<file path="src/sv/bsr_pkg.sv">
`timescale 1ns / 1ps

package bsr_pkg;

	localparam int DATA_W      = 32;
	localparam int FRAC_BITS   = 16;
	localparam int MAX_GUESSES = 64;
	localparam int CNT_W       = 7;
	localparam int SQ_W        = 2 * DATA_W;
	localparam int ADDR_W      = 3;

	localparam logic [DATA_W-1:0] TOL_RESET = DATA_W'(66);
	localparam logic [DATA_W-1:0] ONE_FX    = DATA_W'(1) << FRAC_BITS;
	localparam logic [CNT_W-1:0]  CNT_MAX   = CNT_W'(MAX_GUESSES);

	// register index as decoded from paddr[2]
	localparam logic REG_TOLERANCE = 1'b0;

	typedef struct packed {
		logic            gt;
		logic [SQ_W-1:0] err;
	} bsr_err_t;

endpackage

</file>
<file path="src/sv/bsr_in_if.sv">
`timescale 1ns / 1ps

interface bsr_in_if;
	logic                        valid;
	logic                        ready;
	logic [bsr_pkg::DATA_W-1:0]  x_value;

	modport source (output valid, output x_value, input ready);
	modport sink   (input valid, input x_value, output ready);
endinterface

</file>
<file path="src/sv/bsr_out_if.sv">
`timescale 1ns / 1ps

interface bsr_out_if;
	logic                        valid;
	logic                        ready;
	logic [bsr_pkg::DATA_W-1:0]  root;
	logic [bsr_pkg::CNT_W-1:0]   guess_count;
	logic                        converged;

	modport source (output valid, output root, output guess_count, output converged, input ready);
	modport sink   (input valid, input root, input guess_count, input converged, output ready);
endinterface

</file>
<file path="src/sv/bsr_apb_regs.sv">
`timescale 1ns / 1ps

module bsr_apb_regs (
	input  logic                        clk,
	input  logic                        arst_n,
	input  logic                        psel,
	input  logic                        penable,
	input  logic                        pwrite,
	input  logic [bsr_pkg::ADDR_W-1:0]  paddr,
	input  logic [bsr_pkg::DATA_W-1:0]  pwdata,
	output logic [bsr_pkg::DATA_W-1:0]  prdata,
	output logic                        pready,
	output logic [bsr_pkg::DATA_W-1:0]  tolerance
);

	logic [bsr_pkg::DATA_W-1:0] tol_q;
	logic                       wr_en;

	assign pready = 1'b1;
	assign wr_en  = psel && penable && pwrite && (paddr[2] == bsr_pkg::REG_TOLERANCE);

	always_ff @(posedge clk or negedge arst_n) begin
		if (!arst_n) begin
			tol_q <= bsr_pkg::TOL_RESET;
		end else if (wr_en) begin
			tol_q <= pwdata;
		end
	end

	always_comb begin
		if (paddr[2] == bsr_pkg::REG_TOLERANCE) begin
			prdata = tol_q;
		end else begin
			prdata = '0;
		end
	end

	assign tolerance = tol_q;

endmodule

</file>
<file path="src/sv/bsr_sq_unit.sv">
`timescale 1ns / 1ps

// Two-stage squaring and error unit: stage 1 squares the guess,
// stage 2 forms the absolute difference against the target.
module bsr_sq_unit (
	input  logic                        clk,
	input  logic [bsr_pkg::DATA_W-1:0]  guess,
	input  logic [bsr_pkg::SQ_W-1:0]    target,
	output bsr_pkg::bsr_err_t           stat
);

	logic [bsr_pkg::SQ_W-1:0] sq_w;
	logic [bsr_pkg::SQ_W-1:0] sq_s1;
	logic                     gt_w;
	bsr_pkg::bsr_err_t        stat_s2;

	assign sq_w = {{bsr_pkg::DATA_W{1'b0}}, guess} * {{bsr_pkg::DATA_W{1'b0}}, guess};
	assign gt_w = sq_s1 > target;

	always_ff @(posedge clk) begin
		sq_s1       <= sq_w;
		stat_s2.gt  <= gt_w;
		stat_s2.err <= gt_w ? (sq_s1 - target) : (target - sq_s1);
	end

	assign stat = stat_s2;

endmodule

</file>
<file path="src/sv/bsr_seq.sv">
`timescale 1ns / 1ps

module bsr_seq (
	input  logic                        clk,
	input  logic                        arst_n,
	input  logic [bsr_pkg::DATA_W-1:0]  tolerance,
	bsr_in_if.sink                      operand,
	bsr_out_if.source                   result,
	input  bsr_pkg::bsr_err_t           stat,
	output logic [bsr_pkg::DATA_W-1:0]  guess,
	output logic [bsr_pkg::SQ_W-1:0]    target
);

	typedef enum logic [2:0] {
		S_IDLE,
		S_MUL,
		S_ERR,
		S_DEC,
		S_OUT
	} state_t;

	state_t                     state_q;
	logic [bsr_pkg::DATA_W-1:0] x_q;
	logic [bsr_pkg::DATA_W-1:0] lo_q;
	logic [bsr_pkg::DATA_W-1:0] hi_q;
	logic [bsr_pkg::DATA_W-1:0] guess_q;
	logic [bsr_pkg::CNT_W-1:0]  step_q;
	logic                       conv_q;

	logic [bsr_pkg::DATA_W-1:0] hi_init;
	logic [bsr_pkg::DATA_W:0]   sum_lo;
	logic [bsr_pkg::DATA_W:0]   sum_hi;
	logic [bsr_pkg::SQ_W-1:0]   limit;
	logic                       below;

	assign hi_init = (operand.x_value > bsr_pkg::ONE_FX) ? operand.x_value : bsr_pkg::ONE_FX;
	// midpoints for keeping the lower half or the upper half, 33-bit sums
	assign sum_lo  = {1'b0, lo_q} + {1'b0, guess_q};
	assign sum_hi  = {1'b0, guess_q} + {1'b0, hi_q};
	assign limit   = {{(bsr_pkg::SQ_W - bsr_pkg::DATA_W - bsr_pkg::FRAC_BITS){1'b0}},
		tolerance, {bsr_pkg::FRAC_BITS{1'b0}}};
	assign below   = stat.err < limit;

	always_ff @(posedge clk or negedge arst_n) begin
		if (!arst_n) begin
			state_q <= S_IDLE;
			x_q     <= '0;
			lo_q    <= '0;
			hi_q    <= '0;
			guess_q <= '0;
			step_q  <= '0;
			conv_q  <= 1'b0;
		end else begin
			case (state_q)
				S_IDLE: begin
					if (operand.valid) begin
						x_q     <= operand.x_value;
						lo_q    <= '0;
						hi_q    <= hi_init;
						guess_q <= hi_init >> 1;
						step_q  <= '0;
						state_q <= S_MUL;
					end
				end
				S_MUL: state_q <= S_ERR;
				S_ERR: state_q <= S_DEC;
				S_DEC: begin
					if (below || step_q == bsr_pkg::CNT_MAX) begin
						conv_q  <= below;
						state_q <= S_OUT;
					end else begin
						// drop the half that cannot hold the root
						if (stat.gt) begin
							hi_q    <= guess_q;
							guess_q <= sum_lo[bsr_pkg::DATA_W:1];
						end else begin
							lo_q    <= guess_q;
							guess_q <= sum_hi[bsr_pkg::DATA_W:1];
						end
						step_q  <= step_q + bsr_pkg::CNT_W'(1);
						state_q <= S_MUL;
					end
				end
				S_OUT: begin
					if (result.ready) begin
						state_q <= S_IDLE;
					end
				end
				default: state_q <= S_IDLE;
			endcase
		end
	end

	assign operand.ready      = (state_q == S_IDLE);
	assign result.valid       = (state_q == S_OUT);
	assign result.root        = guess_q;
	assign result.guess_count = step_q;
	assign result.converged   = conv_q;

	assign guess  = guess_q;
	assign target = {{(bsr_pkg::SQ_W - bsr_pkg::DATA_W - bsr_pkg::FRAC_BITS){1'b0}},
		x_q, {bsr_pkg::FRAC_BITS{1'b0}}};

endmodule

</file>
<file path="src/sv/bisection_square_root_unit.sv">
`timescale 1ns / 1ps

// Each guess passes through a squaring, an error and a decision state of the
// sequencer, using the shared two-stage squaring unit; n = guess_count runs
// 0..64, and the result goes valid once a decision ends the search.
// Throughput: one root at a time; the next operand is taken the cycle after the
// result transfer. Reset (arst_n low, asynchronous) idles the sequencer and
// sets tolerance to 66.
module bisection_square_root_unit (
	input  logic                        clk,
	input  logic                        arst_n,
	input  logic                        psel,
	input  logic                        penable,
	input  logic                        pwrite,
	input  logic [bsr_pkg::ADDR_W-1:0]  paddr,
	input  logic [bsr_pkg::DATA_W-1:0]  pwdata,
	output logic [bsr_pkg::DATA_W-1:0]  prdata,
	output logic                        pready,
	bsr_in_if.sink                      operand,
	bsr_out_if.source                   result
);

	logic [bsr_pkg::DATA_W-1:0] tolerance;
	logic [bsr_pkg::DATA_W-1:0] guess;
	logic [bsr_pkg::SQ_W-1:0]   target;
	bsr_pkg::bsr_err_t          stat;

	bsr_apb_regs u_regs (
		.clk       (clk),
		.arst_n    (arst_n),
		.psel      (psel),
		.penable   (penable),
		.pwrite    (pwrite),
		.paddr     (paddr),
		.pwdata    (pwdata),
		.prdata    (prdata),
		.pready    (pready),
		.tolerance (tolerance)
	);

	bsr_seq u_seq (
		.clk       (clk),
		.arst_n    (arst_n),
		.tolerance (tolerance),
		.operand   (operand),
		.result    (result),
		.stat      (stat),
		.guess     (guess),
		.target    (target)
	);

	bsr_sq_unit u_sq (
		.clk    (clk),
		.guess  (guess),
		.target (target),
		.stat   (stat)
	);

endmodule

</file>
<file path="src/flat_wrapper.sv">
// flat-port wrapper written by rule: the top's interface ports become plain ports
module bisection_square_root_unit_flat 
  (clk, arst_n, psel, penable, pwrite, paddr, pwdata, prdata, pready, operand_valid, operand_x_value, operand_ready, result_valid, result_root, result_guess_count, result_converged, result_ready);
  bsr_in_if operand_i ();
  bsr_out_if result_i ();
  input  logic clk;
  input  logic arst_n;
  input  logic psel;
  input  logic penable;
  input  logic pwrite;
  input  logic [bsr_pkg::ADDR_W-1:0] paddr;
  input  logic [bsr_pkg::DATA_W-1:0] pwdata;
  output logic [bsr_pkg::DATA_W-1:0] prdata;
  output logic pready;
  input wire logic [$bits(operand_i.valid)-1:0] operand_valid;
  input wire logic [$bits(operand_i.x_value)-1:0] operand_x_value;
  output wire logic [$bits(operand_i.ready)-1:0] operand_ready;
  output wire logic [$bits(result_i.valid)-1:0] result_valid;
  output wire logic [$bits(result_i.root)-1:0] result_root;
  output wire logic [$bits(result_i.guess_count)-1:0] result_guess_count;
  output wire logic [$bits(result_i.converged)-1:0] result_converged;
  input wire logic [$bits(result_i.ready)-1:0] result_ready;
  assign operand_i.valid = operand_valid;
  assign operand_i.x_value = operand_x_value;
  assign operand_ready = operand_i.ready;
  assign result_valid = result_i.valid;
  assign result_root = result_i.root;
  assign result_guess_count = result_i.guess_count;
  assign result_converged = result_i.converged;
  assign result_i.ready = result_ready;
  bisection_square_root_unit u_core (.clk(clk), .arst_n(arst_n), .psel(psel), .penable(penable), .pwrite(pwrite), .paddr(paddr), .pwdata(pwdata), .prdata(prdata), .pready(pready), .operand(operand_i), .result(result_i));
endmodule
</file>
<file path="config.mk">
export PLATFORM = sky130hd
export DESIGN_NAME = bisection_square_root_unit_flat
export DESIGN_NICKNAME = d
export VERILOG_FILES = /design/src/sv/bsr_pkg.sv /design/src/sv/bsr_in_if.sv /design/src/sv/bsr_out_if.sv /design/src/sv/bsr_apb_regs.sv /design/src/sv/bsr_sq_unit.sv /design/src/sv/bsr_seq.sv /design/src/sv/bisection_square_root_unit.sv /design/src/flat_wrapper.sv
export SDC_FILE = /design/constraint.sdc
export NUM_CORES = 2
export LEC_CHECK = 0
export BUFFER_PORTS_ARGS = -buffer_cell sky130_fd_sc_hd__buf_2
export CAP_MARGIN = 40
export CORE_AREA = 2 2 342 344
export DETAILED_ROUTE_END_ITERATION = 10
export DIE_AREA = 0 0 344 346
export PLACE_DENSITY_LB_ADDON = 0.12
export SLEW_MARGIN = 20
export SYNTH_ARGS = -nofsm -noshare
export SYNTH_HDL_FRONTEND = slang
export SYNTH_SLANG_ARGS = --single-unit
</file>
<file path="constraint.sdc">
create_clock -name clk -period 7.33 [get_ports clk]
set_clock_uncertainty 0.05 [all_clocks]
set_input_delay 1.466 -clock clk [delete_from_list [all_inputs] [get_ports clk]]
set_output_delay 1.466 -clock clk [all_outputs]
set_load 0.05 [all_outputs]
</file>
# Word level (Yosys, flattened, before mapping)
# Index checks and enable logic that the tools add are counted.
dict set report classes {
  addsub 5
  multipliers 1
  magnitude_cmp 3
  n_eq_ne 10
  muxes 22
  bitwise 1
  n_reduce_logical 12
}
# operator count
set ops {}
lappend ops {{32-bit two-way mux} 11}
lappend ops {{32-bit one-hot mux with 2 select lines} 3}
lappend ops {{32-bit by 32-bit adder with 33-bit output} 2}
lappend ops {{64-bit by 48-bit > comparator with 1-bit output} 1}
lappend ops {{64-bit by 48-bit less-than comparator with 1-bit output} 1}
lappend ops {{32-bit by 32-bit multiplier with 64-bit output} 1}
lappend ops {{64-bit two-way mux} 1}
lappend ops {{48-bit by 64-bit subtractor with 64-bit output} 1}
lappend ops {{64-bit by 48-bit subtractor with 64-bit output} 1}
lappend ops {{32-bit by 17-bit > comparator with 1-bit output, second input constant} 1}
lappend ops {{3-bit one-hot mux with 5 select lines} 1}
lappend ops {{7-bit two-way mux} 2}
lappend ops {{7-bit one-hot mux with 2 select lines} 1}
lappend ops {{3-bit two-way mux} 3}
lappend ops {{2-bit inequality test, second input constant} 4}
lappend ops {{4-bit AND reduction} 2}
lappend ops {{7-bit by 1-bit adder with 7-bit output, second input constant} 1}
lappend ops {{7-bit equality test, second input constant} 1}
lappend ops {{3-bit by 2-bit equality test with 1-bit output, second input constant} 2}
lappend ops {{2-bit AND reduction} 3}
lappend ops {{3-bit by 1-bit equality test with 1-bit output, second input constant} 1}
lappend ops {{3-bit equality test, second input constant} 1}
lappend ops {{1-bit logical AND} 3}
lappend ops {{3-bit zero test} 1}
lappend ops {{5 further kinds} 5}
dict set report word_totals {
  ff_bits 300
  inputBits 74
  output_inout_bits 75
}

# Longest topological paths before layout
dict set report depth {
  depth_word 4
  depth_mapped 32
}

# Modules after synthesis
# A second synthesis with hierarchy kept.
dict set report hier_totals {
  cells_unflattened 5738
  area_unflattened_um2 50567.2
}
# mod instances cells_per_inst area_per_inst_um2 seq_area_each_um2
set modules_own_cells {}
lappend modules_own_cells {bsr_sq_unit 1 4556 39945.8 2562.5}
lappend modules_own_cells {bsr_seq 1 1077 9064.9 3478.3}
lappend modules_own_cells {bsr_apb_regs 1 105 1556.5 803.3}

# Least setup slack after synthesis
# Ideal clock, no wire load.
dict set report synth_path {
  kind {register to register}
  from {reg u_core.u_seq.guess_q, in the netlist u_core.u_seq.guess[4]}
  to {reg u_core.u_sq.sq_s1[62] (netlist name)}
  setup_time_ns 0.072
  arrival_time_ns 7.985
  required_ns 7.208
  path_slack_ns -0.776
  path_stages_with_launch 31
  n_path_buf 3
  period_less_slack_ns 8.106
  path_cell_list {dfrtp_1 -> clkbuf_1 -> clkbuf_1 -> nand2_1 -> fa_1 -> inv_1 -> fa_1 -> inv_1 -> fa_1 -> fa_1 -> inv_1 -> fa_1 -> inv_1 -> fa_1 -> inv_1 -> fa_1 -> inv_1 -> fa_1 -> inv_1 -> ha_1 -> clkbuf_1 -> and4_1 -> nand3_1 -> or2_2 -> nor3_1 -> a211o_1 -> a311oi_1 -> a311oi_1 -> o221ai_1 -> o21ai_0 -> xor2_1}
}
dict set report synth_via {
  elab_chain_cells 1
}
# item line
set synth_lines {}
lappend synth_lines {{from (decl)} bsr_seq.sv:26} ;# logic [bsr_pkg::DATA_W-1:0] guess_q;
lappend synth_lines {{from (signal assigned)} bsr_seq.sv:60} ;# guess_q <= hi_init >> 1;
lappend synth_lines {{from (signal assigned)} bsr_seq.sv:75} ;# guess_q <= sum_lo[bsr_pkg::DATA_W:1];
lappend synth_lines {{from (signal assigned)} bsr_seq.sv:78} ;# guess_q <= sum_hi[bsr_pkg::DATA_W:1];
lappend synth_lines {{32-bit by 32-bit multiplier with 64-bit output} bsr_sq_unit.sv:17} ;# assign sq_w = {{bsr_pkg::DATA_W{1'b0}}, guess} * {{bsr_pkg::DATA_W{1'b0}}, guess};
lappend synth_lines {{via u_core.u_sq.sq_w, one bit} bsr_sq_unit.sv:12} ;# logic [bsr_pkg::SQ_W-1:0] sq_w;
lappend synth_lines {{to (signal assigned)} bsr_sq_unit.sv:21} ;# sq_s1 <= sq_w;
lappend synth_lines {{to (decl)} bsr_sq_unit.sv:13} ;# logic [bsr_pkg::SQ_W-1:0] sq_s1;
# The timed path passes the listed nets, and every way through them passes these cells.
# A chain may end at the register's enable or synchronous reset.

# Worst setup path after layout
dict set report layout_path {
  from {reg u_core.u_seq.guess_q, in the netlist u_core.u_seq.guess[11]}
  to {reg u_core.u_sq.sq_s1[59] (netlist name)}
}
# Same word-level chain as after synthesis.

==> reports/qor.yml <==
status: "complete, but fails checks"
violations: "negative setup slack"
via_per_inst: 4.985
yosys-top-cells-count: "inv_1 (1102), fa_1 (794), nand2_1 (491)"
holdCritPathClass: "reg -> reg"
port-buffer-count: 145
dieArea_mm2: 0.1190
clkLatencyLatePin_ps: 590
drive_gt1_share_pct: 20.16
dieHeight_um: 346
layout.cells.non_filler: 7165
max_freq_mhz: 129.6
dp_slack_ps: -839.2
postLayoutSetupSlackWorst_ps: -387.9
grt_pass1_wl_um: 218000
yosysWarningCount: 0
place_inst: 7080
drt_wl_total_um: 139700
setup_viol: 20
ys.flop_type: "dfrtp_1"
place_congestion: 0.9166
cp_common_cell: "fa_1"
synth.most_common_cell: "inv_1"
synth-xor-area-share_pct: 3.363
fin_crit_sh_pct: 105.3
synth_area_leaders: "fa_1 (35%), ha_1 (12%), dfrtp_1 (9.2%)"
vias: 35720
placed_cell_area_mm2: 0.05254
multi_input_area_mm2: 0.03536
grt_use_total_pct: 23.59
synth_top_cell_by_area: "fa_1"
end_kind: "flop"
drt_iter0_drc: 1894
synth_top_family_by_area: "adder cells"
grt_antenna_before_repair: 2
cts_root_buf: "clkbuf_16"
clock-sinks: 283
grt_max_degree: 144
n_antenna_cell: 0
synth.distinct_cells: 81
relSlewSlack_pct: 28.78
drt_pass1_iterations: 5
nNetsFinal: 6908
grt_pass1_vias: 37410
postRouteAntennaNets: 0
final_area_mm2: 0.05504
synth.avg_cell_area_um2: 9.063
cts_buffers: 31
wl_per_cell_um: 19.50
clkSlewWorstSetupHoldPaths_ps: 70
synth_adder_area_share_pct: 46.26
yosysTopAreaCellShare_pct: 34.68
syn-cell-area_mm2: 0.04583
async_flop_share_pct: 60.42
initial_utilization_pct: 39.71
start_kind: "flop"
reg2reg_slack_ps: -390
register_area_mm2: 0.006573
htree_levels: 1
slew_viol_final: 0
cts_tree: "built"
io_pins: 149
crit_required_ps: 7760
rsz0062_at_grt: "yes"
cp.arrival_ps: 8150
ys_seq_elements: 283
yosysSeqAreaShare_pct: 14.23
maxCapViolCount: 0
core_mm2: 0.1154
hold_viol_final: 0
worstSetupPathType: "reg -> reg"
postSynthCellCount: 5057
fin_crit_ps: 7718
syn_nets: 6349
hold_buffers: 0
max_stage_delay_ps: 570
cts.path.max_buffers: 3
muxShareOfSynthArea_pct: 1.870
fillers: 11130
dieWidth_um: 344
area_growth_pct: 20.08
route.detailed.drc: 0
rows: 125
synth_compound_area_share_pct: 11.20
tns_ps: -4098
critPathMaxFanout: 7
synth_edf_count: 0
worst_pin_slew_ps: 1068
crit_slowest_cell: "dfrtp_4"
synth_simple_gate_area_share_pct: 12.01
post-dp-hpwl_um: 116500
gr-total-overflow: 0
[worst max-delay path, delay by kind of cell, from the launching register on]
kind,cells,cell delay [ps]
buf+inv,8,610
fa+ha+maj,9,4340
simple gates,5,860
flops,1,570
compound gates,6,1160
[kinds of logic after synthesis]
kind of cell,Yosys count
AO/OA/AOI/OAI,815
XOR/XNOR,176
adder cells (fa/ha/maj),1218
buffers and inverters,1335
flip-flops,283
multiplexers,77
other,1
AND/OR/NAND/NOR,1152
[path summary, 6_finish.rpt]
check,end,depth (start not counted),from
min reg2reg,u_core.u_seq.lo_q[2],2,u_core.u_seq.lo_q[2]
max reg2reg,u_core.u_sq.sq_s1[59],28,u_core.u_seq.guess[11]
min in group asynchronous,u_core.u_regs.tolerance[23],1,arst_n
max in group asynchronous,u_core.u_seq.guess[29],2,arst_n
min,u_core.u_seq.lo_q[2],2,u_core.u_seq.lo_q[2]
max,u_core.u_sq.sq_s1[59],28,u_core.u_seq.guess[11]
[cell type report]
| class | count | share of cell area [%] |
|---|---|---|
| repair buffers | 756 | 10.79 |
| clock inverters | 12 | 0.2865 |
| flip-flops and latches | 283 | 11.94 |
| clock buffers | 46 | 1.737 |
| well taps | 1524 | 3.465 |
| inverters | 1105 | 7.539 |
| multi-input cells | 3439 | 64.24 |
[metal layers]
layer  track usage, %  up-vias  routed length, um
li1                 -    16930                  -
met1            34.72    17990              66620
met2            39.12      708              65590
met3            1.543       93               5649
met4            2.902        0               1829
met5                0        -                  0
[sequential cells by signal (all words and copies together), names as in the netlist]
| signal | cells |
|---|---|
| u_core.u_seq.state_q | 3 |
| u_core.u_seq.hi_q | 32 |
| u_core.u_seq.result.guess_count | 7 |
| u_core.u_sq.stat | 49 |
| u_core.u_seq.lo_q | 32 |
| u_core.u_seq.result.converged | 1 |
| u_core.u_seq.x_q | 32 |
| u_core.u_sq.sq_s1 | 63 |
| u_core.u_seq.guess | 32 |
| u_core.u_regs.tolerance | 32 |
[placed cells by master (no fill, tap or decap), drive strengths merged, types with 66 or more instances in the layout]
master / count
inv: 1106
a21oi: 232
o21ai: 213
nand2: 491
ha: 424
mux2: 66
nor2: 179
buf: 755
xor2: 66
a21o: 98
dfrtp: 169
and2: 235
dfxtp: 112
xnor2: 110
fa: 794
[stage by stage]
stage / hold WS, ps / util [%]
after global routing: 435.2 / 47.68
after global placement: 403.7 / 45.52
after detailed placement: 414.6 / 45.52
after floorplan: 337.4 / -
final: 422.5 / 47.68
after CTS: 427.1 / 47.07
[timing repair]
action,CTS,global route
gates resized for setup,111,140
buffers inserted,16,11
endpoints found under the setup margin,39,42
gates cloned,1,0
pin swaps,37,71
Power is not shown: default switching activity piles up to over one toggle a cycle in this logic, so the estimate is an artifact.
